**src/hw/rtl/qcse_pkg.sv**
```systemverilog
// Shared types and constants of the quad contour segment extractor.
package qcse_pkg;

   localparam int VALUE_W   = 32;
   localparam int LEVEL_W   = 6;
   localparam int COUNT_W   = 7;
   localparam int CSR_IDX_W = 2;

   localparam logic [CSR_IDX_W-1:0] CSR_Z_AXIS_LOW   = 2'd0;
   localparam logic [CSR_IDX_W-1:0] CSR_Z_AXIS_HIGH  = 2'd1;
   localparam logic [CSR_IDX_W-1:0] CSR_LEVEL_COUNT  = 2'd2;

   localparam logic [VALUE_W-1:0] Z_AXIS_LOW_RESET  = 32'd0;
   localparam logic [VALUE_W-1:0] Z_AXIS_HIGH_RESET = 32'd65536;
   localparam logic [COUNT_W-1:0] LEVEL_COUNT_RESET = 7'd2;

   typedef struct packed {
      logic signed [VALUE_W-1:0] corner0_x;
      logic signed [VALUE_W-1:0] corner0_y;
      logic signed [VALUE_W-1:0] corner0_z;
      logic signed [VALUE_W-1:0] corner1_x;
      logic signed [VALUE_W-1:0] corner1_y;
      logic signed [VALUE_W-1:0] corner1_z;
      logic signed [VALUE_W-1:0] corner2_x;
      logic signed [VALUE_W-1:0] corner2_y;
      logic signed [VALUE_W-1:0] corner2_z;
      logic signed [VALUE_W-1:0] corner3_x;
      logic signed [VALUE_W-1:0] corner3_y;
      logic signed [VALUE_W-1:0] corner3_z;
   } req_type;

   typedef struct packed {
      logic [LEVEL_W-1:0]        level_index;
      logic signed [VALUE_W-1:0] start_x;
      logic signed [VALUE_W-1:0] start_y;
      logic signed [VALUE_W-1:0] end_x;
      logic signed [VALUE_W-1:0] end_y;
      logic                      no_solution;
      logic                      last;
   } rsp_type;

   typedef struct packed {
      logic signed [VALUE_W-1:0] z_axis_low;
      logic signed [VALUE_W-1:0] z_axis_high;
      logic [COUNT_W-1:0]        level_count;
   } cfg_type;

   typedef struct packed {
      logic signed [VALUE_W-1:0] z_a;
      logic signed [VALUE_W-1:0] z_b;
      logic signed [VALUE_W-1:0] x_a;
      logic signed [VALUE_W-1:0] x_b;
      logic signed [VALUE_W-1:0] y_a;
      logic signed [VALUE_W-1:0] y_b;
   } endpoint_type;

   typedef struct packed {
      logic [LEVEL_W-1:0]        level_index;
      logic signed [VALUE_W-1:0] level;
      logic                      no_solution;
      endpoint_type              start_pt;
      endpoint_type              end_pt;
      logic                      last;
   } job_type;

endpackage

```
**src/hw/rtl/qcse_queue.sv**
```systemverilog
// Two-entry queue of classified segment jobs between front and back end.
module qcse_queue (
   input  logic              clock,
   input  logic              reset,
   input  logic              push_valid,
   output logic              push_ready,
   input  qcse_pkg::job_type push_data,
   output logic              pop_valid,
   input  logic              pop_ready,
   output qcse_pkg::job_type pop_data
);

   qcse_pkg::job_type entry_ff [2];
   logic              wr_ptr_ff, rd_ptr_ff;
   logic [1:0]        count_ff;
   logic              do_push, do_pop;

   assign push_ready = (count_ff != 2'd2);
   assign pop_valid  = (count_ff != 2'd0);
   assign pop_data   = entry_ff[rd_ptr_ff];
   assign do_push    = push_valid && push_ready;
   assign do_pop     = pop_valid && pop_ready;

   always_ff @(posedge clock) begin
      if (do_push) begin
         entry_ff[wr_ptr_ff] <= push_data;
      end
      if (reset) begin
         wr_ptr_ff <= 1'b0;
         rd_ptr_ff <= 1'b0;
         count_ff  <= 2'd0;
      end else begin
         if (do_push) wr_ptr_ff <= !wr_ptr_ff;
         if (do_pop)  rd_ptr_ff <= !rd_ptr_ff;
         count_ff <= count_ff + {1'b0, do_push} - {1'b0, do_pop};
      end
   end

endmodule

```
**config.mk**
```make
export PLATFORM = sky130hd
export DESIGN_NAME = qcse_queue
export DESIGN_NICKNAME = d
export VERILOG_FILES = /design/src/hw/rtl/qcse_pkg.sv /design/src/hw/rtl/qcse_queue.sv
export SDC_FILE = /design/constraint.sdc
export NUM_CORES = 1
export LEC_CHECK = 0
export BUFFER_PORTS_ARGS = -buffer_cell sky130_fd_sc_hd__clkbuf_2
export CORE_AREA = 2 2 336 338
export DETAILED_ROUTE_END_ITERATION = 10
export DIE_AREA = 0 0 338 340
export PLACE_DENSITY = 0.6
export SLEW_MARGIN = 10
export SYNTH_ARGS = -nofsm -noshare
export SYNTH_HDL_FRONTEND = slang
export SYNTH_SLANG_ARGS = --single-unit
```
**constraint.sdc**
```tcl
create_clock -name clock -period 26.2 [get_ports clock]
set_clock_uncertainty 0.15 [all_clocks]
set_input_delay 1.31 -clock clock [delete_from_list [all_inputs] [get_ports clock]]
set_output_delay 1.31 -clock clock [all_outputs]
set_load 0.05 [all_outputs]
```
==> results.md <==
* Status: completed
* Setup crit start kind: register
* Leakage at 15.87 nW
* Unrepaired setup endpoints after global routing: false
* HPWL Detailed at 53.19 mm
* Post-synth EDFFs at 848
* Starting Density at 0.2904
* Tot GR Track Use at 0.1211
* Seq cells post-synth at 853
* Total gr overflow at 0
* Peak supply drop at 67.20 uV
* CP max stage cell: dfxtp_4
* Reg clk slew, reported paths at 0.05 ns
* Crit path buf inv count at 4
* Mapped Nets at 1777
* Vias per std cell at 4.167
* Post-CTS Setup Inserts at 0
* CTS tree: built
* Cell Rows at 123
* DRT Wirelength at 73.77 mm
* Layout cells sized above 1 at 0.6120
* Slew @ Worst Pin at 1.092 ns
* Max Cap Viol at 0
* Synth-to-layout area growth at 26.69%
* Slew headroom at 0.2722
* Vias at 16000
* Synth top area cells: edfxtp_1 79%, mux2_4 17%, mux2_2 2.2%
* Filler cells at 10310
* F_max at 156.3 MHz
* First-pass detailed-route iteration total at 5
* Arrival time worst endpoint at 4.94 ns
* Main flop type after synthesis: edfxtp_1
* Final Hold Fails at 0
* CP dominant cell by count: buf_4
* Die Wd at 338 um
* Cell Pwr Density at 103.1 nW/um^2
* Fin crit period at 6.398 ns
* Minimum hold slack at 0.3601 ns
* Core box area at 111600 um^2
* Req. time, crit path at 24.74 ns
* Wire length of the first global-routing pass at 104.5 mm
* Die Ht at 340 um
* Setup TNS at 0 ns
* Final setup viols at 0
* Avg Synthesized Cell Area at 24.04 um^2
* Cell Area, Synth at 32400 um^2
* Inst Count DP at 3671
* Seq/Total Area, Yosys at 0.7889
* CTS Hold Buffers Added at 0
* Crit-path cells: buf_12 > buf_4 > buf_4 > mux2_4 > clkbuf_2
* Top cell family by delay on the critical path: buffers and inverters
* Remaining DRCs at 0
* Clock Tree Root: clkbuf_16
* Slowest stage delay, CP at 1.05 ns
* Max FO, Critical Path at 118
* Cell accounting for the most synthesized area: edfxtp_1
* # IOs at 854
* DR iter-0 viols at 775
* CP endpoint kind: primary output
* CTS Buffer Depth at 3
* Clk sinks at 853
* Port buffer count at 853
* Crit path kind: reg2out
* Post-synth ARST share at 0
* Clock buffers created by TritonCTS at 88
* Syn Inst Count at 1348
* Routed Antenna Nets at 0
* Largest net degree at the start of global routing at 119
* # nets final at 2690
* Finished Layout Cells at 3839
* H-tree depth at 3
* Ys Warns at 0
* Clock insertion delay at the later pin of the skew report at 0.63 ns
* Distinct cell type count after synthesis at 25
* Initial antenna violation count at 13
* Mean routed wirelength per cell at 19.21 um
* Slew Viols, Final at 0
* Final worst-path cycle share at 0.2442
* Vias in the first global route at 16890
* Synth top area share at 0.7858
* Total Die Area at 114900 um^2
* Global placer's final weighted congestion at 0.8055
* HP Class: reg2reg
* Post-CTS resize count at 0
-- per-stage QoR --
| stage | cell area [um^2] | power, mW | setup slack, ns | utilization |
|---|---|---|---|---|
| global route | 41050 | 4.384 | 19.53 | 0.3679 |
| CTS | 41030 | 4.286 | 19.73 | 0.3677 |
| finish | 41050 | 4.233 | 19.80 | 0.3679 |
| detailed placement | 38150 | 3.036 | 20.45 | 0.3419 |
| global placement | 38150 | 3.020 | 20.58 | 0.3419 |
| floorplan | 32400 | 2.846 | 14.23 | - |
-- cells in the mapped netlist (all sizes together), types with 2 or more instances --
cell type  number
o21ai           2
edfxtp        848
mux2          424
and3            2
nor2            4
nor2b           2
buf            47
dfxtp           5
-- cells in the final DEF, fill, tap and decap left out, types with 2 or more instances in the layout --
cell type,synthesis,routed
inv_8,0,2
nor2_1,4,4
buf_4,0,16
nor2b_1,2,2
bufinv_16,0,11
edfxtp_1,848,848
mux2_4,360,360
clkbuf_16,0,88
clkbuf_2,0,853
inv_16,0,3
mux2_2,64,64
dfxtp_1,5,4
diode_2,0,9
o21ai_0,2,2
clkinv_1,0,20
clkbuf_1,0,13
clkinv_2,0,13
clkinv_4,0,2
clkinvlp_4,0,4
inv_6,0,3
-- per-layer routing --
layer  part of all wire  wire length [um]  GRT usage  vias up
li1                   -                 -          -     7249
met1               0.34             25380     0.1222     7974
met2               0.53             39250     0.2214      619
met3              0.087              6426    0.04148      146
met4              0.036              2633    0.05676       10
met5             0.0010                75          0        -
-- where the power goes --
| group | switching, mW | internal [mW] | total [mW] |
|---|---|---|---|
| logic | 0.894 | 0.395 | 1.29 |
| clock network | 0.509 | 0.729 | 1.24 |
| registers | 0.0459 | 1.66 | 1.71 |
-- logic make-up (layout without fill, tap and decap cells) --
family | Yosys count | after routing | share of synthesized area
and+or+nand+nor | 15 | 15 | 0.002664
DFF | 853 | 853 | 0.7889
adders and majority gates | 1 | 1 | 0.0003861
buffers and inverters | 48 | 1030 | 0.01738
AOI/OAI and AO/OA | 6 | 6 | 0.001351
other | 0 | 9 | 0
muxes | 424 | 424 | 0.1890
xor gates and xnor gates | 1 | 1 | 0.0002703
-- path summary, 6_finish.rpt --
kind	cells past startpoint	startpoint	to	slack, ns
worst max-delay path	5	register	pop_data[339]	19.80
worst max register to register	6	count_ff[0]	entry_ff[0][269]	21.44
worst min register to register	2	rd_ptr_ff	register	0.36
worst min-delay path	2	rd_ptr_ff	register	0.36
-- state kept, by name (all words and copies together), names as in the netlist, named ones only --
name and count:
entry_ff 848, rd_ptr_ff 1, count_ff 2, wr_ptr_ff 1
-- tightest hold or removal path, cell delays in order, from the launching register on --
cell     delay (ns)
dfxtp_1        0.33
xor2_1         0.08
nor2_1         0.07
-- cell type report --
class | count | area [um^2] | area share
flip-flops and latches | 853 | 25570 | 0.6228
multi-input cells | 447 | 6282 | 0.1530
repair buffers | 870 | 4409 | 0.1074
clock buffers | 101 | 2251 | 0.05483
well taps | 1500 | 1877 | 0.04572
clock inverters | 58 | 631.9 | 0.01539
diodes | 9 | 22.52 | 0.0005486
inverters | 1 | 11.26 | 0.0002743
No activity file was read; power rests on OpenSTA's default activity.
