$ cat config.mk
export PLATFORM = sky130hd
export DESIGN_NAME = qcse_back
export DESIGN_NICKNAME = d
export VERILOG_FILES = /design/src/hw/rtl/qcse_pkg.sv /design/src/hw/rtl/qcse_div.sv /design/src/hw/rtl/qcse_back.sv
export SDC_FILE = /design/constraint.sdc
export NUM_CORES = 2
export LEC_CHECK = 0
export ABC_AREA = 1
export CORE_UTILIZATION = 40
export CTS_CLUSTER_DIAMETER = 150
export DETAILED_ROUTE_END_ITERATION = 8
export DONT_BUFFER_PORTS = 1
export GPL_ROUTABILITY_DRIVEN = 0
export SLEW_MARGIN = 30
export SYNTH_ARGS = -nofsm -noshare
export SYNTH_HDL_FRONTEND = slang
export SYNTH_SLANG_ARGS = --single-unit
$ cat constraint.sdc
create_clock -name clock -period 31.7 [get_ports clock]
set_clock_uncertainty 0.2 [all_clocks]
set_input_delay 3.17 -clock clock [delete_from_list [all_inputs] [get_ports clock]]
set_output_delay 3.17 -clock clock [all_outputs]
set_load 0.01 [all_outputs]
$ cat src/hw/rtl/qcse_pkg.sv
// Shared types and constants of the quad contour segment extractor.
package qcse_pkg;

   localparam int VALUE_W   = 32;
   localparam int LEVEL_W   = 6;
   localparam int COUNT_W   = 7;
   localparam int CSR_IDX_W = 2;

   localparam logic [CSR_IDX_W-1:0] CSR_Z_AXIS_LOW   = 2'd0;
   localparam logic [CSR_IDX_W-1:0] CSR_Z_AXIS_HIGH  = 2'd1;
   localparam logic [CSR_IDX_W-1:0] CSR_LEVEL_COUNT  = 2'd2;

   localparam logic [VALUE_W-1:0] Z_AXIS_LOW_RESET  = 32'd0;
   localparam logic [VALUE_W-1:0] Z_AXIS_HIGH_RESET = 32'd65536;
   localparam logic [COUNT_W-1:0] LEVEL_COUNT_RESET = 7'd2;

   typedef struct packed {
      logic signed [VALUE_W-1:0] corner0_x;
      logic signed [VALUE_W-1:0] corner0_y;
      logic signed [VALUE_W-1:0] corner0_z;
      logic signed [VALUE_W-1:0] corner1_x;
      logic signed [VALUE_W-1:0] corner1_y;
      logic signed [VALUE_W-1:0] corner1_z;
      logic signed [VALUE_W-1:0] corner2_x;
      logic signed [VALUE_W-1:0] corner2_y;
      logic signed [VALUE_W-1:0] corner2_z;
      logic signed [VALUE_W-1:0] corner3_x;
      logic signed [VALUE_W-1:0] corner3_y;
      logic signed [VALUE_W-1:0] corner3_z;
   } req_type;

   typedef struct packed {
      logic [LEVEL_W-1:0]        level_index;
      logic signed [VALUE_W-1:0] start_x;
      logic signed [VALUE_W-1:0] start_y;
      logic signed [VALUE_W-1:0] end_x;
      logic signed [VALUE_W-1:0] end_y;
      logic                      no_solution;
      logic                      last;
   } rsp_type;

   typedef struct packed {
      logic signed [VALUE_W-1:0] z_axis_low;
      logic signed [VALUE_W-1:0] z_axis_high;
      logic [COUNT_W-1:0]        level_count;
   } cfg_type;

   typedef struct packed {
      logic signed [VALUE_W-1:0] z_a;
      logic signed [VALUE_W-1:0] z_b;
      logic signed [VALUE_W-1:0] x_a;
      logic signed [VALUE_W-1:0] x_b;
      logic signed [VALUE_W-1:0] y_a;
      logic signed [VALUE_W-1:0] y_b;
   } endpoint_type;

   typedef struct packed {
      logic [LEVEL_W-1:0]        level_index;
      logic signed [VALUE_W-1:0] level;
      logic                      no_solution;
      endpoint_type              start_pt;
      endpoint_type              end_pt;
      logic                      last;
   } job_type;

endpackage

$ cat src/hw/rtl/qcse_div.sv
// Restoring divider, one quotient bit per cycle, rounded to nearest with ties up.
module qcse_div #(
   parameter int NUM_W = 64,
   parameter int DEN_W = 32
) (
   input  logic             clock,
   input  logic             reset,
   input  logic             start,
   input  logic [NUM_W-1:0] num,
   input  logic [DEN_W-1:0] den,
   output logic             done,
   output logic [NUM_W-1:0] quot
);

   localparam int CNT_W = $clog2(NUM_W + 1);

   logic [NUM_W-1:0] num_ff, num_in;
   logic [NUM_W-1:0] quot_ff, quot_in;
   logic [DEN_W-1:0] den_ff, den_in;
   logic [DEN_W:0]   rem_ff, rem_in;
   logic [CNT_W-1:0] cnt_ff, cnt_in;
   logic             busy_ff, busy_in;
   logic             done_ff, done_in;
   logic [DEN_W:0]   rem_sh;
   logic             ge;
   logic [DEN_W+1:0] rem_dbl;

   always_comb begin
      rem_sh  = {rem_ff[DEN_W-1:0], num_ff[NUM_W-1]};
      ge      = rem_sh >= {1'b0, den_ff};
      rem_dbl = {rem_ff, 1'b0};
      num_in  = num_ff;
      quot_in = quot_ff;
      den_in  = den_ff;
      rem_in  = rem_ff;
      cnt_in  = cnt_ff;
      busy_in = busy_ff;
      done_in = 1'b0;
      if (start) begin
         num_in  = num;
         den_in  = den;
         rem_in  = '0;
         quot_in = '0;
         cnt_in  = CNT_W'(NUM_W);
         busy_in = 1'b1;
      end else if (busy_ff) begin
         if (cnt_ff != '0) begin
            rem_in  = ge ? rem_sh - {1'b0, den_ff} : rem_sh;
            quot_in = {quot_ff[NUM_W-2:0], ge};
            num_in  = {num_ff[NUM_W-2:0], 1'b0};
            cnt_in  = cnt_ff - CNT_W'(1);
         end else begin
            if (rem_dbl >= {2'b00, den_ff}) begin
               quot_in = quot_ff + NUM_W'(1);
            end
            busy_in = 1'b0;
            done_in = 1'b1;
         end
      end
   end

   always_ff @(posedge clock) begin
      num_ff  <= num_in;
      quot_ff <= quot_in;
      den_ff  <= den_in;
      rem_ff  <= rem_in;
      cnt_ff  <= cnt_in;
      if (reset) begin
         busy_ff <= 1'b0;
         done_ff <= 1'b0;
      end else begin
         busy_ff <= busy_in;
         done_ff <= done_in;
      end
   end

   assign done = done_ff;
   assign quot = quot_ff;

endmodule

$ cat src/hw/rtl/qcse_back.sv
// Back end: interpolates the four segment coordinates of a job and holds the result.
module qcse_back (
   input  logic              clock,
   input  logic              reset,
   input  logic              job_valid,
   output logic              job_ready,
   input  qcse_pkg::job_type job,
   output logic              rsp_valid,
   input  logic              rsp_stall,
   output qcse_pkg::rsp_type rsp_data
);

   localparam int V  = qcse_pkg::VALUE_W;
   localparam int PW = 2 * V;

   typedef enum logic [4:0] {
      B_IDLE  = 5'b00001,
      B_SETUP = 5'b00010,
      B_MUL   = 5'b00100,
      B_DIV   = 5'b01000,
      B_EMIT  = 5'b10000
   } back_state_type;

   back_state_type      state_ff, state_in;
   qcse_pkg::job_type   job_ff;
   logic [1:0]          op_ff, op_in;
   logic signed [V-1:0] res_ff [4];
   logic [V-1:0]        magdv_ff, magdc_ff, magdz_ff;
   logic signed [V-1:0] v1_ff;
   logic                neg_ff, trivial_ff, start_ff;
   logic [PW-1:0]       prod_ff;
   qcse_pkg::rsp_type   rsp_ff;
   logic                rsp_valid_ff;

   qcse_pkg::endpoint_type pt;
   logic signed [V-1:0] z1, z2, v1, v2;
   logic signed [V:0]   dv, dc, dz;
   logic                div_done;
   logic [PW-1:0]       div_quot;
   logic [V-1:0]        q_v;
   logic signed [V-1:0] interp_res;
   logic                out_free, write_res;

   always_comb begin
      pt = op_ff[1] ? job_ff.end_pt : job_ff.start_pt;
      z1 = pt.z_a;
      z2 = pt.z_b;
      v1 = op_ff[0] ? pt.y_a : pt.x_a;
      v2 = op_ff[0] ? pt.y_b : pt.x_b;
      dv = $signed({v2[V-1], v2}) - $signed({v1[V-1], v1});
      dc = $signed({job_ff.level[V-1], job_ff.level}) - $signed({z1[V-1], z1});
      dz = $signed({z2[V-1], z2}) - $signed({z1[V-1], z1});
      q_v = div_quot[V-1:0];
      interp_res = neg_ff ? v1_ff - $signed(q_v) : v1_ff + $signed(q_v);
   end

   qcse_div #(
      .NUM_W(PW),
      .DEN_W(V)
   ) u_interp_div (
      .clock(clock),
      .reset(reset),
      .start(start_ff),
      .num  (prod_ff),
      .den  (magdz_ff),
      .done (div_done),
      .quot (div_quot)
   );

   assign out_free = !rsp_valid_ff || !rsp_stall;

   always_comb begin
      state_in  = state_ff;
      op_in     = op_ff;
      job_ready = 1'b0;
      write_res = 1'b0;
      unique case (state_ff)
         B_IDLE: begin
            job_ready = 1'b1;
            if (job_valid) begin
               op_in    = 2'd0;
               state_in = B_SETUP;
            end
         end
         B_SETUP: begin
            state_in = B_MUL;
         end
         B_MUL: begin
            if (trivial_ff) begin
               write_res = 1'b1;
            end else begin
               state_in = B_DIV;
            end
         end
         B_DIV: begin
            write_res = div_done;
         end
         B_EMIT: begin
            if (out_free) begin
               state_in = B_IDLE;
            end
         end
         default: begin
            state_in = B_IDLE;
         end
      endcase
      if (write_res) begin
         if (op_ff == 2'd3) begin
            state_in = B_EMIT;
         end else begin
            op_in    = op_ff + 2'd1;
            state_in = B_SETUP;
         end
      end
   end

   always_ff @(posedge clock) begin
      if (state_ff == B_IDLE && job_valid) begin
         job_ff <= job;
      end
      if (state_ff == B_SETUP) begin
         magdv_ff   <= dv[V] ? V'(-dv) : V'(dv);
         magdc_ff   <= dc[V] ? V'(-dc) : V'(dc);
         magdz_ff   <= dz[V] ? V'(-dz) : V'(dz);
         v1_ff      <= v1;
         neg_ff     <= dv[V] ^ dc[V] ^ dz[V];
         trivial_ff <= (dv == '0) || (dc == '0) || (dz == '0);
      end
      if (state_ff == B_MUL) begin
         prod_ff <= PW'(magdv_ff) * PW'(magdc_ff);
      end
      if (write_res) begin
         res_ff[op_ff] <= (state_ff == B_MUL) ? v1_ff : interp_res;
      end
      if (state_ff == B_EMIT && out_free) begin
         rsp_ff.level_index <= job_ff.level_index;
         rsp_ff.start_x     <= res_ff[0];
         rsp_ff.start_y     <= res_ff[1];
         rsp_ff.end_x       <= res_ff[2];
         rsp_ff.end_y       <= res_ff[3];
         rsp_ff.no_solution <= job_ff.no_solution;
         rsp_ff.last        <= job_ff.last;
      end
      op_ff <= op_in;
      if (reset) begin
         state_ff     <= B_IDLE;
         start_ff     <= 1'b0;
         rsp_valid_ff <= 1'b0;
      end else begin
         state_ff <= state_in;
         start_ff <= (state_ff == B_MUL) && !trivial_ff;
         if (state_ff == B_EMIT && out_free) begin
            rsp_valid_ff <= 1'b1;
         end else if (!rsp_stall) begin
            rsp_valid_ff <= 1'b0;
         end
      end
   end

   assign rsp_valid = rsp_valid_ff;
   assign rsp_data  = rsp_ff;

endmodule

==> qor.yml <==
sta:
  fmax_ghz: 0.128
  period_needed_ps: 7820
  rsz0062_at_grt: "false"
  finalHoldViolations: 0
  drv_slew: 0
  worst_pin_slew_ps: 1090
  fin_setup_tns_ps: 0
  relSlewSlack_pct: 27.2
  post-route-period-util_pct: 24.7
  finalSetupViolCount: 0
yosys:
  synthesis.nets: 11700
  synth_edf_count: 978
  synthFlopType: "edfxtp_1"
  synth_common_cells: "nand2_1, inv_1, edfxtp_1, fa_1, nor2_1"
  async_reset_ff_share_pct: 0
  synth_top_area_cell: "edfxtp_1"
  syn_area_mm2: 0.0867
  syn_area_per_cell_um2: 8.73
  synth.ff_latch_count: 1061
  seq_area_frac_synth_pct: 35.8
  syn_inst: 9926
  synth_cell_types: 57
  ys_warn_count: 0
  yosysTopAreaCellShare_pct: 33.9
  yosysMostFrequentCell: "nand2_1"
  yosys-top-cells-area: "edfxtp_1, fa_1, nand2_1"
worst_setup_path:
  cpPeakStageDelay_ps: 540
  cp_max_fo: 32
  path_depth: 27
  worst_path_max_delay_cell: "fa_1"
  worstPathArrival_ps: 8110
  crit_buf_inv: 7
  ff2ff_path_depth: 27
  startpoint_type: "flop"
  end_kind: "flop"
  cp_common_cell: "fa_1"
  crit_type: "reg -> reg"
  crit_required_ps: 31980
  crit_family: "adder cells"
hold_path:
  hold_path.class: "reg -> reg"
  hold_path_depth: 0
die:
  dieArea_mm2: 0.219
  ioPinCount: 566
  coreArea_mm2: 0.215
  die_x_um: 468
  fp.dieH_um: 468
  start_util_pct: 40.3
  placementRows: 170
global_routing:
  grt_usage_pct: 22.6
  overflow: 0
  antenna_found_initial: 25
  grt_pass1_vias: 65700
  grt_max_degree: 179
  grt_pass1_wl_um: 380000
flow_run:
  max_cap_violations: 0
route:
  drtIter0Drc: 5954
  vias_per_cell: 5.08
  routedWlPerCell_um: 19.3
  num_vias: 64800
  ant_nets: 0
  dr.pass1.iters: 9
  drc_errors: 0
  drt_wl_total_um: 247000
clock_network:
  post_cts_resized: 0
  cts_hold_buf: 0
  clock_latency_ps: 780
  cts_tree: "built"
  path_clk_slew_ps: 60
  cts_buffer_depth: 3
  htreeDepth: 3
  numCtsBuffers: 107
  cts_sinks: 1061
  root_buffer: "clkbuf_16"
  cts_setup_buffers: 0
cells_and_area:
  nNetsFinal: 11600
  area_growth_pct: 7.96
  drive_gt1_share_pct: 3.91
place:
  portBuffers: 0
  hpwlAfterDp_um: 190000
outcome:
  status: "finished, final reports clean"
[cells by family (layout without fill, tap and decap cells)]
family,after synthesis,after routing,synth area share (%)
AO/OA/AOI/OAI,794,794,5.17
adder cells (fa/ha/maj),1334,1334,27.1
multiplexers,34,34,0.393
buffers and inverters,2526,2509,11.0
AND/OR/NAND/NOR,3957,3957,18.4
XOR/XNOR,220,220,2.23
flip-flops,1061,1061,35.8
other,0,16,0
[path summary, 6_finish.rpt]
check                      from      endpoint  slack, ps
setup / recovery    magdv_ff[9]   prod_ff[63]      23880
hold reg to reg   res_ff[3][30]  rsp_data[32]        160
hold / removal    res_ff[3][30]  rsp_data[32]        160
setup reg to reg    magdv_ff[9]   prod_ff[63]      23880
[metal layers]
| metal | vias up | part of all wire (%) | track usage [%] | wire length, um |
|---|---|---|---|---|
| met2 | 2564 | 47 | 37.7 | 117000 |
| met1 | 31400 | 41 | 29.4 | 102000 |
| met5 | - | 0.030 | 0 | 75 |
| li1 | 30300 | - | - | - |
| met3 | 477 | 7.6 | 3.78 | 18800 |
| met4 | 8 | 3.8 | 8.49 | 9320 |
[registers in the layout (all words and copies together), names as in the netlist]
| name | cells |
|---|---|
| neg_ff | 1 |
| res_ff | 128 |
| job_ff | 424 |
| u_interp_div.rem_ff | 33 |
| rsp_valid | 1 |
| u_interp_div.done | 1 |
| state_ff | 5 |
| start_ff | 1 |
| u_interp_div.den_ff | 32 |
| u_interp_div.quot | 32 |
| v1_ff | 32 |
| u_interp_div.cnt_ff | 7 |
| rsp_data | 136 |
| op_ff | 2 |
| magdv_ff | 32 |
| magdc_ff | 32 |
| u_interp_div.num_ff | 64 |
| magdz_ff | 32 |
| u_interp_div.busy_ff | 1 |
| prod_ff | 64 |
| trivial_ff | 1 |
[cell type report]
cell class	instances	area, um^2
Tap cell	2838	3550
Clock inverter	79	935
Inverter	2211	8310
Timing Repair Buffer	100	796
Multi-Input combinational cell	6339	46200
Antenna cell	16	40.0
Sequential cell	1061	31000
Clock buffer	119	2720
Fill cell	20700	121000
[metrics by stage]
stage | worst slack (ps) | instance area (um^2) | std cells | util [%] | hold slack (ps)
floorplan | 9580 | 86700 | 9926 | - | 200
global placement | 23700 | 89800 | 12500 | 41.8 | 201
detailed placement | 23850 | 89900 | 12500 | 41.8 | 205
CTS | 23850 | 93500 | 12700 | 43.5 | 170
global route | 23490 | 93600 | 12800 | 43.5 | 183
finish | 23880 | 93600 | 12800 | 43.5 | 162
[worst reg2reg max path, stage by stage (launching register included)]
cell	delay, ps
edfxtp_1	320
buf_4	470
nand2_1	260
fa_1	470
inv_1	90
fa_1	440
fa_1	530
inv_1	50
fa_1	470
inv_1	50
fa_1	500
inv_1	50
fa_1	540
inv_1	50
fa_1	500
fa_1	450
ha_1	370
a21oi_1	210
o21ai_0	140
o21bai_1	170
a21oi_1	260
inv_1	80
a21oi_1	280
o21ai_0	260
nand2_1	190
nand2_1	70
nand2_1	60
nand2_1	50
[cells in the final DEF, fill, tap and decap left out, types with 77 or more instances in the layout]
cell / n
buf_4: 93
xor2_1: 146
fa_1: 901
ha_1: 433
inv_1: 2196
dfxtp_1: 81
a21oi_1: 310
nand4_1: 77
edfxtp_1: 978
clkbuf_16: 107
nand2_1: 2904
o21ai_0: 248
nor2_1: 538
nand3_1: 229
Power is left out: the tool's default activity adds up to more than one toggle a clock period on the data nets, which glitch-free logic cannot reach.
