## src/hw/rtl/qcse_pkg.sv

```systemverilog
// Shared types and constants of the quad contour segment extractor.
package qcse_pkg;

   localparam int VALUE_W   = 32;
   localparam int LEVEL_W   = 6;
   localparam int COUNT_W   = 7;
   localparam int CSR_IDX_W = 2;

   localparam logic [CSR_IDX_W-1:0] CSR_Z_AXIS_LOW   = 2'd0;
   localparam logic [CSR_IDX_W-1:0] CSR_Z_AXIS_HIGH  = 2'd1;
   localparam logic [CSR_IDX_W-1:0] CSR_LEVEL_COUNT  = 2'd2;

   localparam logic [VALUE_W-1:0] Z_AXIS_LOW_RESET  = 32'd0;
   localparam logic [VALUE_W-1:0] Z_AXIS_HIGH_RESET = 32'd65536;
   localparam logic [COUNT_W-1:0] LEVEL_COUNT_RESET = 7'd2;

   typedef struct packed {
      logic signed [VALUE_W-1:0] corner0_x;
      logic signed [VALUE_W-1:0] corner0_y;
      logic signed [VALUE_W-1:0] corner0_z;
      logic signed [VALUE_W-1:0] corner1_x;
      logic signed [VALUE_W-1:0] corner1_y;
      logic signed [VALUE_W-1:0] corner1_z;
      logic signed [VALUE_W-1:0] corner2_x;
      logic signed [VALUE_W-1:0] corner2_y;
      logic signed [VALUE_W-1:0] corner2_z;
      logic signed [VALUE_W-1:0] corner3_x;
      logic signed [VALUE_W-1:0] corner3_y;
      logic signed [VALUE_W-1:0] corner3_z;
   } req_type;

   typedef struct packed {
      logic [LEVEL_W-1:0]        level_index;
      logic signed [VALUE_W-1:0] start_x;
      logic signed [VALUE_W-1:0] start_y;
      logic signed [VALUE_W-1:0] end_x;
      logic signed [VALUE_W-1:0] end_y;
      logic                      no_solution;
      logic                      last;
   } rsp_type;

   typedef struct packed {
      logic signed [VALUE_W-1:0] z_axis_low;
      logic signed [VALUE_W-1:0] z_axis_high;
      logic [COUNT_W-1:0]        level_count;
   } cfg_type;

   typedef struct packed {
      logic signed [VALUE_W-1:0] z_a;
      logic signed [VALUE_W-1:0] z_b;
      logic signed [VALUE_W-1:0] x_a;
      logic signed [VALUE_W-1:0] x_b;
      logic signed [VALUE_W-1:0] y_a;
      logic signed [VALUE_W-1:0] y_b;
   } endpoint_type;

   typedef struct packed {
      logic [LEVEL_W-1:0]        level_index;
      logic signed [VALUE_W-1:0] level;
      logic                      no_solution;
      endpoint_type              start_pt;
      endpoint_type              end_pt;
      logic                      last;
   } job_type;

endpackage

```

## src/hw/rtl/qcse_div.sv

```systemverilog
// Restoring divider, one quotient bit per cycle, rounded to nearest with ties up.
module qcse_div #(
   parameter int NUM_W = 64,
   parameter int DEN_W = 32
) (
   input  logic             clock,
   input  logic             reset,
   input  logic             start,
   input  logic [NUM_W-1:0] num,
   input  logic [DEN_W-1:0] den,
   output logic             done,
   output logic [NUM_W-1:0] quot
);

   localparam int CNT_W = $clog2(NUM_W + 1);

   logic [NUM_W-1:0] num_ff, num_in;
   logic [NUM_W-1:0] quot_ff, quot_in;
   logic [DEN_W-1:0] den_ff, den_in;
   logic [DEN_W:0]   rem_ff, rem_in;
   logic [CNT_W-1:0] cnt_ff, cnt_in;
   logic             busy_ff, busy_in;
   logic             done_ff, done_in;
   logic [DEN_W:0]   rem_sh;
   logic             ge;
   logic [DEN_W+1:0] rem_dbl;

   always_comb begin
      rem_sh  = {rem_ff[DEN_W-1:0], num_ff[NUM_W-1]};
      ge      = rem_sh >= {1'b0, den_ff};
      rem_dbl = {rem_ff, 1'b0};
      num_in  = num_ff;
      quot_in = quot_ff;
      den_in  = den_ff;
      rem_in  = rem_ff;
      cnt_in  = cnt_ff;
      busy_in = busy_ff;
      done_in = 1'b0;
      if (start) begin
         num_in  = num;
         den_in  = den;
         rem_in  = '0;
         quot_in = '0;
         cnt_in  = CNT_W'(NUM_W);
         busy_in = 1'b1;
      end else if (busy_ff) begin
         if (cnt_ff != '0) begin
            rem_in  = ge ? rem_sh - {1'b0, den_ff} : rem_sh;
            quot_in = {quot_ff[NUM_W-2:0], ge};
            num_in  = {num_ff[NUM_W-2:0], 1'b0};
            cnt_in  = cnt_ff - CNT_W'(1);
         end else begin
            if (rem_dbl >= {2'b00, den_ff}) begin
               quot_in = quot_ff + NUM_W'(1);
            end
            busy_in = 1'b0;
            done_in = 1'b1;
         end
      end
   end

   always_ff @(posedge clock) begin
      num_ff  <= num_in;
      quot_ff <= quot_in;
      den_ff  <= den_in;
      rem_ff  <= rem_in;
      cnt_ff  <= cnt_in;
      if (reset) begin
         busy_ff <= 1'b0;
         done_ff <= 1'b0;
      end else begin
         busy_ff <= busy_in;
         done_ff <= done_in;
      end
   end

   assign done = done_ff;
   assign quot = quot_ff;

endmodule

```

## src/hw/rtl/qcse_front.sv

```systemverilog
// Front end: takes a cell, walks the contour levels and classifies each crossing.
module qcse_front #(
   parameter int MAX_LEVELS = 64
) (
   input  logic              clock,
   input  logic              reset,
   input  qcse_pkg::cfg_type cfg,
   input  logic              req_valid,
   output logic              req_stall,
   input  qcse_pkg::req_type req_data,
   output logic              job_valid,
   input  logic              job_ready,
   output qcse_pkg::job_type job
);

   localparam int V  = qcse_pkg::VALUE_W;
   localparam int KW = $clog2(MAX_LEVELS);
   localparam int NW = (KW + 1 > qcse_pkg::COUNT_W) ? KW + 1 : qcse_pkg::COUNT_W;
   localparam int PW = V + KW;

   typedef enum logic [4:0] {
      S_IDLE  = 5'b00001,
      S_MUL   = 5'b00010,
      S_DIV   = 5'b00100,
      S_CLASS = 5'b01000,
      S_FLUSH = 5'b10000
   } front_state_type;

   front_state_type state_ff, state_in;

   logic signed [V-1:0] cx_ff [4];
   logic signed [V-1:0] cy_ff [4];
   logic signed [V-1:0] cz_ff [4];
   logic signed [V-1:0] rx [4];
   logic signed [V-1:0] ry [4];
   logic signed [V-1:0] rz [4];
   logic signed [V-1:0] zmin_ff, zmax_ff, zmin_in, zmax_in;
   logic signed [V-1:0] c_ff, c_in;
   logic [KW-1:0]       k_ff, k_in;
   logic [PW-1:0]       prod_ff;
   logic                start_ff;
   qcse_pkg::job_type   pend_ff, pend_in;
   logic                pend_valid_ff, pend_valid_in;

   logic [NW-1:0]       count_ext, n_eff;
   logic [KW-1:0]       last_k;
   logic signed [V:0]   diff;
   logic [V-1:0]        magd;
   logic                div_done;
   logic [PW-1:0]       div_quot;
   logic [V-1:0]        q_v;
   logic                flat, in_range, advance;
   logic signed [1:0]   sg [4];
   logic signed [1:0]   a, b, cc, d;
   logic [1:0]          p0, p1, p2, p3;
   logic                found, s_edge, e_edge;
   logic [1:0]          s_idx, e_idx, s_nxt, e_nxt;
   qcse_pkg::job_type   new_job;

   always_comb begin
      rx[0] = req_data.corner0_x; ry[0] = req_data.corner0_y; rz[0] = req_data.corner0_z;
      rx[1] = req_data.corner1_x; ry[1] = req_data.corner1_y; rz[1] = req_data.corner1_z;
      rx[2] = req_data.corner2_x; ry[2] = req_data.corner2_y; rz[2] = req_data.corner2_z;
      rx[3] = req_data.corner3_x; ry[3] = req_data.corner3_y; rz[3] = req_data.corner3_z;
      flat = (rz[0] == rz[1]) && (rz[0] == rz[2]) && (rz[0] == rz[3]);
      zmin_in = rz[0];
      zmax_in = rz[0];
      for (int j = 1; j < 4; j++) begin
         if (rz[j] < zmin_in) zmin_in = rz[j];
         if (rz[j] > zmax_in) zmax_in = rz[j];
      end
   end

   always_comb begin
      count_ext = NW'(cfg.level_count);
      if (count_ext < NW'(2)) begin
         n_eff = NW'(2);
      end else if (count_ext > NW'(MAX_LEVELS)) begin
         n_eff = NW'(MAX_LEVELS);
      end else begin
         n_eff = count_ext;
      end
      last_k = KW'(n_eff - NW'(1));
      diff   = $signed({cfg.z_axis_high[V-1], cfg.z_axis_high})
             - $signed({cfg.z_axis_low[V-1], cfg.z_axis_low});
      magd   = diff[V] ? V'(-diff) : V'(diff);
      q_v    = div_quot[V-1:0];
      c_in   = diff[V] ? cfg.z_axis_low - $signed(q_v) : cfg.z_axis_low + $signed(q_v);
   end

   qcse_div #(
      .NUM_W(PW),
      .DEN_W(KW)
   ) u_level_div (
      .clock(clock),
      .reset(reset),
      .start(start_ff),
      .num  (prod_ff),
      .den  (last_k),
      .done (div_done),
      .quot (div_quot)
   );

   always_comb begin
      for (int j = 0; j < 4; j++) begin
         sg[j] = (cz_ff[j] < c_ff) ? -2'sd1 : ((cz_ff[j] > c_ff) ? 2'sd1 : 2'sd0);
      end
      in_range = (zmin_ff < c_ff) && (c_ff < zmax_ff);
      found  = 1'b0;
      s_edge = 1'b0;
      e_edge = 1'b0;
      s_idx  = 2'd0;
      e_idx  = 2'd0;
      for (int i = 0; i < 4; i++) begin
         p0 = 2'(i);
         p1 = 2'(i + 1);
         p2 = 2'(i + 2);
         p3 = 2'(i + 3);
         a  = sg[p0];
         b  = sg[p1];
         cc = sg[p2];
         d  = sg[p3];
         if (!found) begin
            if (a != 0 && b == -a && cc == a && d == a) begin
               found = 1'b1; s_edge = 1'b1; s_idx = p0; e_edge = 1'b1; e_idx = p1;
            end else if (a != 0 && b == -a && cc != 0 && d == -cc) begin
               found = 1'b1; s_edge = 1'b1; s_idx = p0; e_edge = 1'b1; e_idx = p2;
            end else if (a == 0 && b != 0 && cc == -b && d == cc) begin
               found = 1'b1; s_edge = 1'b0; s_idx = p0; e_edge = 1'b1; e_idx = p1;
            end else if (a == 0 && b != 0 && cc == b && d == -b) begin
               found = 1'b1; s_edge = 1'b0; s_idx = p0; e_edge = 1'b1; e_idx = p2;
            end else if (a == 0 && b == 0 && cc != 0 && d != 0) begin
               found = 1'b1; s_edge = 1'b0; s_idx = p0; e_edge = 1'b0; e_idx = p1;
            end else if (a == 0 && b != 0 && cc == 0 && d != 0) begin
               found = 1'b1; s_edge = 1'b0; s_idx = p0; e_edge = 1'b0; e_idx = p2;
            end else if (a == 0 && b == 0 && cc == 0 && d != 0) begin
               found = 1'b1; s_edge = 1'b0; s_idx = p0; e_edge = 1'b0; e_idx = p2;
            end
         end
      end
      s_nxt = s_edge ? s_idx + 2'd1 : s_idx;
      e_nxt = e_edge ? e_idx + 2'd1 : e_idx;
      new_job.level_index = qcse_pkg::LEVEL_W'(k_ff);
      new_job.level       = c_ff;
      new_job.no_solution = !found;
      new_job.last        = 1'b0;
      if (found) begin
         new_job.start_pt.z_a = cz_ff[s_idx];
         new_job.start_pt.z_b = cz_ff[s_nxt];
         new_job.start_pt.x_a = cx_ff[s_idx];
         new_job.start_pt.x_b = cx_ff[s_nxt];
         new_job.start_pt.y_a = cy_ff[s_idx];
         new_job.start_pt.y_b = cy_ff[s_nxt];
         new_job.end_pt.z_a   = cz_ff[e_idx];
         new_job.end_pt.z_b   = cz_ff[e_nxt];
         new_job.end_pt.x_a   = cx_ff[e_idx];
         new_job.end_pt.x_b   = cx_ff[e_nxt];
         new_job.end_pt.y_a   = cy_ff[e_idx];
         new_job.end_pt.y_b   = cy_ff[e_nxt];
      end else begin
         new_job.start_pt = '0;
         new_job.end_pt   = '0;
      end
   end

   always_comb begin
      state_in      = state_ff;
      k_in          = k_ff;
      pend_in       = pend_ff;
      pend_valid_in = pend_valid_ff;
      job_valid     = 1'b0;
      job           = pend_ff;
      advance       = 1'b0;
      unique case (state_ff)
         S_IDLE: begin
            if (req_valid && !flat) begin
               state_in = S_MUL;
               k_in     = '0;
            end
         end
         S_MUL: begin
            state_in = S_DIV;
         end
         S_DIV: begin
            if (div_done) begin
               state_in = S_CLASS;
            end
         end
         S_CLASS: begin
            if (in_range) begin
               job_valid = pend_valid_ff;
               if (!pend_valid_ff || job_ready) begin
                  pend_in       = new_job;
                  pend_valid_in = 1'b1;
                  advance       = 1'b1;
               end
            end else begin
               advance = 1'b1;
            end
            if (advance) begin
               if (k_ff == last_k) begin
                  state_in = S_FLUSH;
               end else begin
                  k_in     = k_ff + KW'(1);
                  state_in = S_MUL;
               end
            end
         end
         S_FLUSH: begin
            job.last  = 1'b1;
            job_valid = pend_valid_ff;
            if (!pend_valid_ff || job_ready) begin
               pend_valid_in = 1'b0;
               state_in      = S_IDLE;
            end
         end
         default: begin
            state_in = S_IDLE;
         end
      endcase
   end

   assign req_stall = (state_ff != S_IDLE);

   always_ff @(posedge clock) begin
      if (state_ff == S_IDLE && req_valid) begin
         for (int j = 0; j < 4; j++) begin
            cx_ff[j] <= rx[j];
            cy_ff[j] <= ry[j];
            cz_ff[j] <= rz[j];
         end
         zmin_ff <= zmin_in;
         zmax_ff <= zmax_in;
      end
      if (state_ff == S_MUL) begin
         prod_ff <= PW'(magd) * PW'(k_ff);
      end
      if (state_ff == S_DIV && div_done) begin
         c_ff <= c_in;
      end
      k_ff    <= k_in;
      pend_ff <= pend_in;
      if (reset) begin
         state_ff      <= S_IDLE;
         start_ff      <= 1'b0;
         pend_valid_ff <= 1'b0;
      end else begin
         state_ff      <= state_in;
         start_ff      <= (state_ff == S_MUL);
         pend_valid_ff <= pend_valid_in;
      end
   end

endmodule

```

## config.mk

```make
export PLATFORM = sky130hd
export DESIGN_NAME = qcse_front
export DESIGN_NICKNAME = d
export VERILOG_FILES = /design/src/hw/rtl/qcse_pkg.sv /design/src/hw/rtl/qcse_div.sv /design/src/hw/rtl/qcse_front.sv
export SDC_FILE = /design/constraint.sdc
export NUM_CORES = 2
export LEC_CHECK = 0
export ABC_AREA = 1
export BUFFER_PORTS_ARGS = -buffer_cell sky130_fd_sc_hd__buf_2
export CAP_MARGIN = 20
export CELL_PAD_IN_SITES_DETAIL_PLACEMENT = 0
export CELL_PAD_IN_SITES_GLOBAL_PLACEMENT = 1
export CORE_MARGIN = 4
export CORE_UTILIZATION = 45
export CTS_BUF_LIST = sky130_fd_sc_hd__clkbuf_8
export CTS_CLUSTER_SIZE = 20
export DETAILED_ROUTE_END_ITERATION = 8
export PLACE_DENSITY = 0.82
export SLEW_MARGIN = 10
export SYNTH_ARGS = -nofsm -noshare
export SYNTH_HDL_FRONTEND = slang
export SYNTH_SLANG_ARGS = --single-unit
```

## constraint.sdc

```tcl
create_clock -name clock -period 29.3 [get_ports clock]
set_input_delay 4.395 -clock clock [delete_from_list [all_inputs] [get_ports clock]]
set_output_delay 4.395 -clock clock [all_outputs]
set_load 0.005 [all_outputs]
```

==> impl_metrics.py <==
metrics = {
    "clocking": {
        "worstSkewPairLatency_ns": 0.95,
        "htree_num_levels": 4,
        "cts_max_path_buffers": 3,
        "cts_buffers": 185,
        "cts_hold_buffers": 0,
        "number_of_resized_instances_in_the_post_cts_repair_step": 0,
        "postCtsSetupRepairBufs": 0,
        "clk_transition_reported_paths_ns": 0.06,
        "numClockSinks": 1045,
        "cts_root_buffer_type": "sky130_fd_sc_hd__clkbuf_8",
        "clock_tree_from_tritoncts": "yes",
    },
    "timing": {
        "final_critical_path_setup_slack_ns": 16.13,
        "setup_viol_count_final": 0,
        "worst_pin_slew_ns": 1.177,
        "fin_crit_sh_pct": 44.94,
        "final-max-slew-violation-count": 0,
        "fin_setup_tns_ns": 0,
        "setup_repair_after_global_routing_missed_its_margin": "false",
        "fin_skew_ns": 0.07844,
        "timing_hold_violations_final": 0,
        "max_freq_mhz": 75.95,
        "final.min_clock_period_ns": 13.17,
        "final.hold.worst_slack_ns": 0.4620,
        "slew_headroom_pct": 21.50,
    },
    "yosys": {
        "sequential_share_of_the_synthesized_area_pct": 44.99,
        "syn-instance-count": 7797,
        "yosys.cell_count.top_type": "sky130_fd_sc_hd__nand2_1",
        "yosysTopAreaCellShare_pct": 43.41,
        "area_share_of_xor_xnor_cells_in_the_synthesized_design_pct": 3.030,
        "synth_fp_nets": 8850,
        "synthesis.area_sq_um": 68550,
        "yosys_register_bits": 1045,
        "dominant_combinational_cell_family_by_area_after_synthesis": "compound AO/OA/AOI/OAI gates",
        "adder_cell_fraction_of_synth_area_pct": 12.20,
        "postSynthAreaPerCell_sq_um": 8.792,
        "synth_compound_area_share_pct": 16.46,
        "proportion_of_register_bits_with_asynchronous_set_or_reset_after_synthesis_pct": 0,
        "ys_types": 67,
        "top_cells_by_count_synth": "sky130_fd_sc_hd__nand2_1, sky130_fd_sc_hd__a21oi_1, sky130_fd_sc_hd__edfxtp_1, sky130_fd_sc_hd__inv_1, sky130_fd_sc_hd__o21ai_0",
        "synthMuxAreaShare_pct": 0,
        "synth_enable_flop_cells": 991,
        "synth_flop_cell": "sky130_fd_sc_hd__edfxtp_1",
        "synth-warning-count": 0,
        "synth.top_cells.by_area": "sky130_fd_sc_hd__edfxtp_1, sky130_fd_sc_hd__ha_1, sky130_fd_sc_hd__a21oi_1",
        "synth_largest_area_cell": "sky130_fd_sc_hd__edfxtp_1",
        "synth_simple_gate_area_share_pct": 15.42,
    },
    "place": {
        "detailed_place.area_sq_um": 74430,
        "gpl.final_weighted_congestion": 0.9774,
        "pre_cts_ws_ns": 15.30,
        "numPortBuffers": 884,
        "dpl.hpwl_mm": 194.9,
    },
    "floorplan": {
        "horizontal_die_dimension_um": 398.3,
        "die_outline_height_um": 398.3,
        "die_area_sq_um": 158600,
        "initial_utilization_pct": 45.50,
        "num_rows": 142,
        "coreArea_sq_um": 150700,
        "ios": 885,
    },
    "finish": {
        "filler_cell_count": 14280,
        "design_area_sq_um": 78240,
        "drive_gt1_share_pct": 14.57,
        "areaGrowthSynthToFinish_pct": 14.13,
        "finish.net_count": 9577,
    },
    "setup_path": {
        "crit_path_max_incr_delay_ns": 0.51,
        "cp.arrival_ns": 13.81,
        "worst_path_max_delay_cell": "sky130_fd_sc_hd__fa_1",
        "worstSetupPathType": "in2reg",
        "worst_path_most_repeated_cell": "sky130_fd_sc_hd__nand2_1",
        "worstSetupEndpointType": "flop",
        "cp_data_required_time_ns": 29.95,
        "cp-start-kind": "input pin",
        "cp_max_fo": 22,
    },
    "route": {
        "drt_wl_total_mm": 268.0,
        "route.detailed.vias_per_inst": 5.756,
        "via_count": 61950,
        "final_routed_drc_violation_total": 0,
        "antenna_violating_nets_post_route": 0,
        "drt-wirelength-per-cell_um": 24.90,
        "drt_iter0_drc": 7292,
        "drtPass1Iterations": 8,
    },
    "global_route": {
        "grt_first_pass_wirelength_mm": 385.5,
        "grt_max_degree": 185,
        "grt.total_usage_pct": 32.75,
        "grt_antenna_before_repair": 102,
        "first_global_vias": 58190,
        "global_route.overflow_total": 0,
    },
    "power_and_ir_drop": {
        "peak_supply_drop_uv": 308.2,
        "leakagePower_nw": 33.93,
        "power.density_cell_area_nw_per_um2": 133.9,
    },
    "job": {
        "drv.max_cap_violation_count": 0,
    },
    "run_status": {
        "run_status": "finished clean",
    },
    "min_path": {
        "hp-class": "reg2reg",
    },
}
## metrics by stage
stage | util, % | std cells | total power [W]
floorplan | - | 7797 | 0.007185
global placement | 49.40 | 10350 | 0.008961
detailed placement | 49.40 | 10350 | 0.009040
CTS | 51.77 | 10680 | 0.01041
global route | 51.87 | 10730 | 0.01128
finish | 51.93 | 10760 | 0.01048
## cell type report
cell class | instances | area (sq um) | area share (%)
Antenna cell | 79 | 197.7 | 0.2527
Clock buffer | 188 | 2587 | 3.307
Clock inverter | 142 | 987.2 | 1.262
Inverter | 985 | 3710 | 4.742
Multi-Input combinational cell | 5360 | 32430 | 41.45
Sequential cell | 1045 | 30840 | 39.42
Tap cell | 2016 | 2522 | 3.224
Timing Repair Buffer | 947 | 4960 | 6.339
## kinds of logic after synthesis
kind of cell / after synthesis
and+or+nand+nor: 2445
adders and majority gates: 594
xor gates and xnor gates: 235
buffers and inverters: 1392
AOI/OAI and AO/OA: 2086
DFF: 1045
## power by group
part,leakage (nW),total (W),switching [W],internal [W]
combinational,22.3,0.00672,0.00472,0.00201
sequential,9.59,0.00241,0.000118,0.00230
clock,2.00,0.00134,0.000641,0.000699
total,33.9,0.0105,0.00548,0.00500
## critical path, delay by kind of cell
| family | cells | cell delay [ns] |
|---|---|---|
| compound gates | 14 | 2.94 |
| simple gates | 26 | 2.86 |
| fa+ha+maj | 6 | 2.39 |
| xor+xnor | 2 | 0.49 |
| buf+inv | 8 | 0.69 |
## cells in the final DEF (no fill, tap or decap), types with 13 or more instances in the layout
cell                        synthesis  routed
sky130_fd_sc_hd__nand2_1         1343    1339
sky130_fd_sc_hd__a21oi_1         1120    1120
sky130_fd_sc_hd__inv_1            966    1018
sky130_fd_sc_hd__edfxtp_1         991     991
sky130_fd_sc_hd__buf_2             94     884
sky130_fd_sc_hd__o21ai_0          633     633
sky130_fd_sc_hd__nand3_1          604     603
sky130_fd_sc_hd__ha_1             470     470
sky130_fd_sc_hd__nor2_1           268     265
sky130_fd_sc_hd__o211ai_1         206     206
sky130_fd_sc_hd__clkbuf_8           0     188
sky130_fd_sc_hd__xor2_1           149     149
sky130_fd_sc_hd__fa_1             124     124
sky130_fd_sc_hd__xnor2_1           85      85
sky130_fd_sc_hd__diode_2            0      79
sky130_fd_sc_hd__nand4_1           77      77
sky130_fd_sc_hd__nor3_1            67      66
sky130_fd_sc_hd__buf_4             13      58
sky130_fd_sc_hd__dfxtp_1           54      53
sky130_fd_sc_hd__clkinv_1           6      44
sky130_fd_sc_hd__nor4_1            21      21
sky130_fd_sc_hd__clkinv_2           0      19
sky130_fd_sc_hd__a211oi_1          18      18
sky130_fd_sc_hd__a31oi_1           17      17
sky130_fd_sc_hd__a21o_1            14      14
sky130_fd_sc_hd__o21bai_1          13      13
sky130_fd_sc_hd__o2111ai_1         13      13
## routing by layer
metal / track usage (%) / up-vias / part of all wire, % / wire length (um)
met5: 0 / - / 0.10 / 276
met4: 17.75 / 42 / 5.7 / 15190
met3: 7.914 / 674 / 11 / 28630
met2: 50.07 / 3378 / 44 / 118000
met1: 42.97 / 29210 / 40 / 105900
li1: - / 28650 / - / -
## worst paths after layout
check | start | to | slack (ns) | cells past startpoint
setup / recovery | cfg[7] | prod_ff[37] | 16.13 | 56
setup reg to reg | c_ff[11] | job[27] | 20.36 | 24
hold / removal | u_level_div.cnt_ff[2] | u_level_div.cnt_ff[2] | 0.46 | 2
hold reg to reg | u_level_div.cnt_ff[2] | u_level_div.cnt_ff[2] | 0.46 | 2
## registers in the layout, summed over array words and instances, names as in the netlist
name	flops
c_ff	32
cx_ff	128
cy_ff	128
cz_ff	128
job	423
k_ff	6
pend_valid_ff	1
prod_ff	38
start_ff	1
state_ff	5
u_level_div.busy_ff	1
u_level_div.cnt_ff	6
u_level_div.den_ff	6
u_level_div.done	1
u_level_div.num_ff	38
u_level_div.quot	32
u_level_div.rem_ff	7
zmax_ff	32
zmin_ff	32
Power figures use the tool's default switching activity.
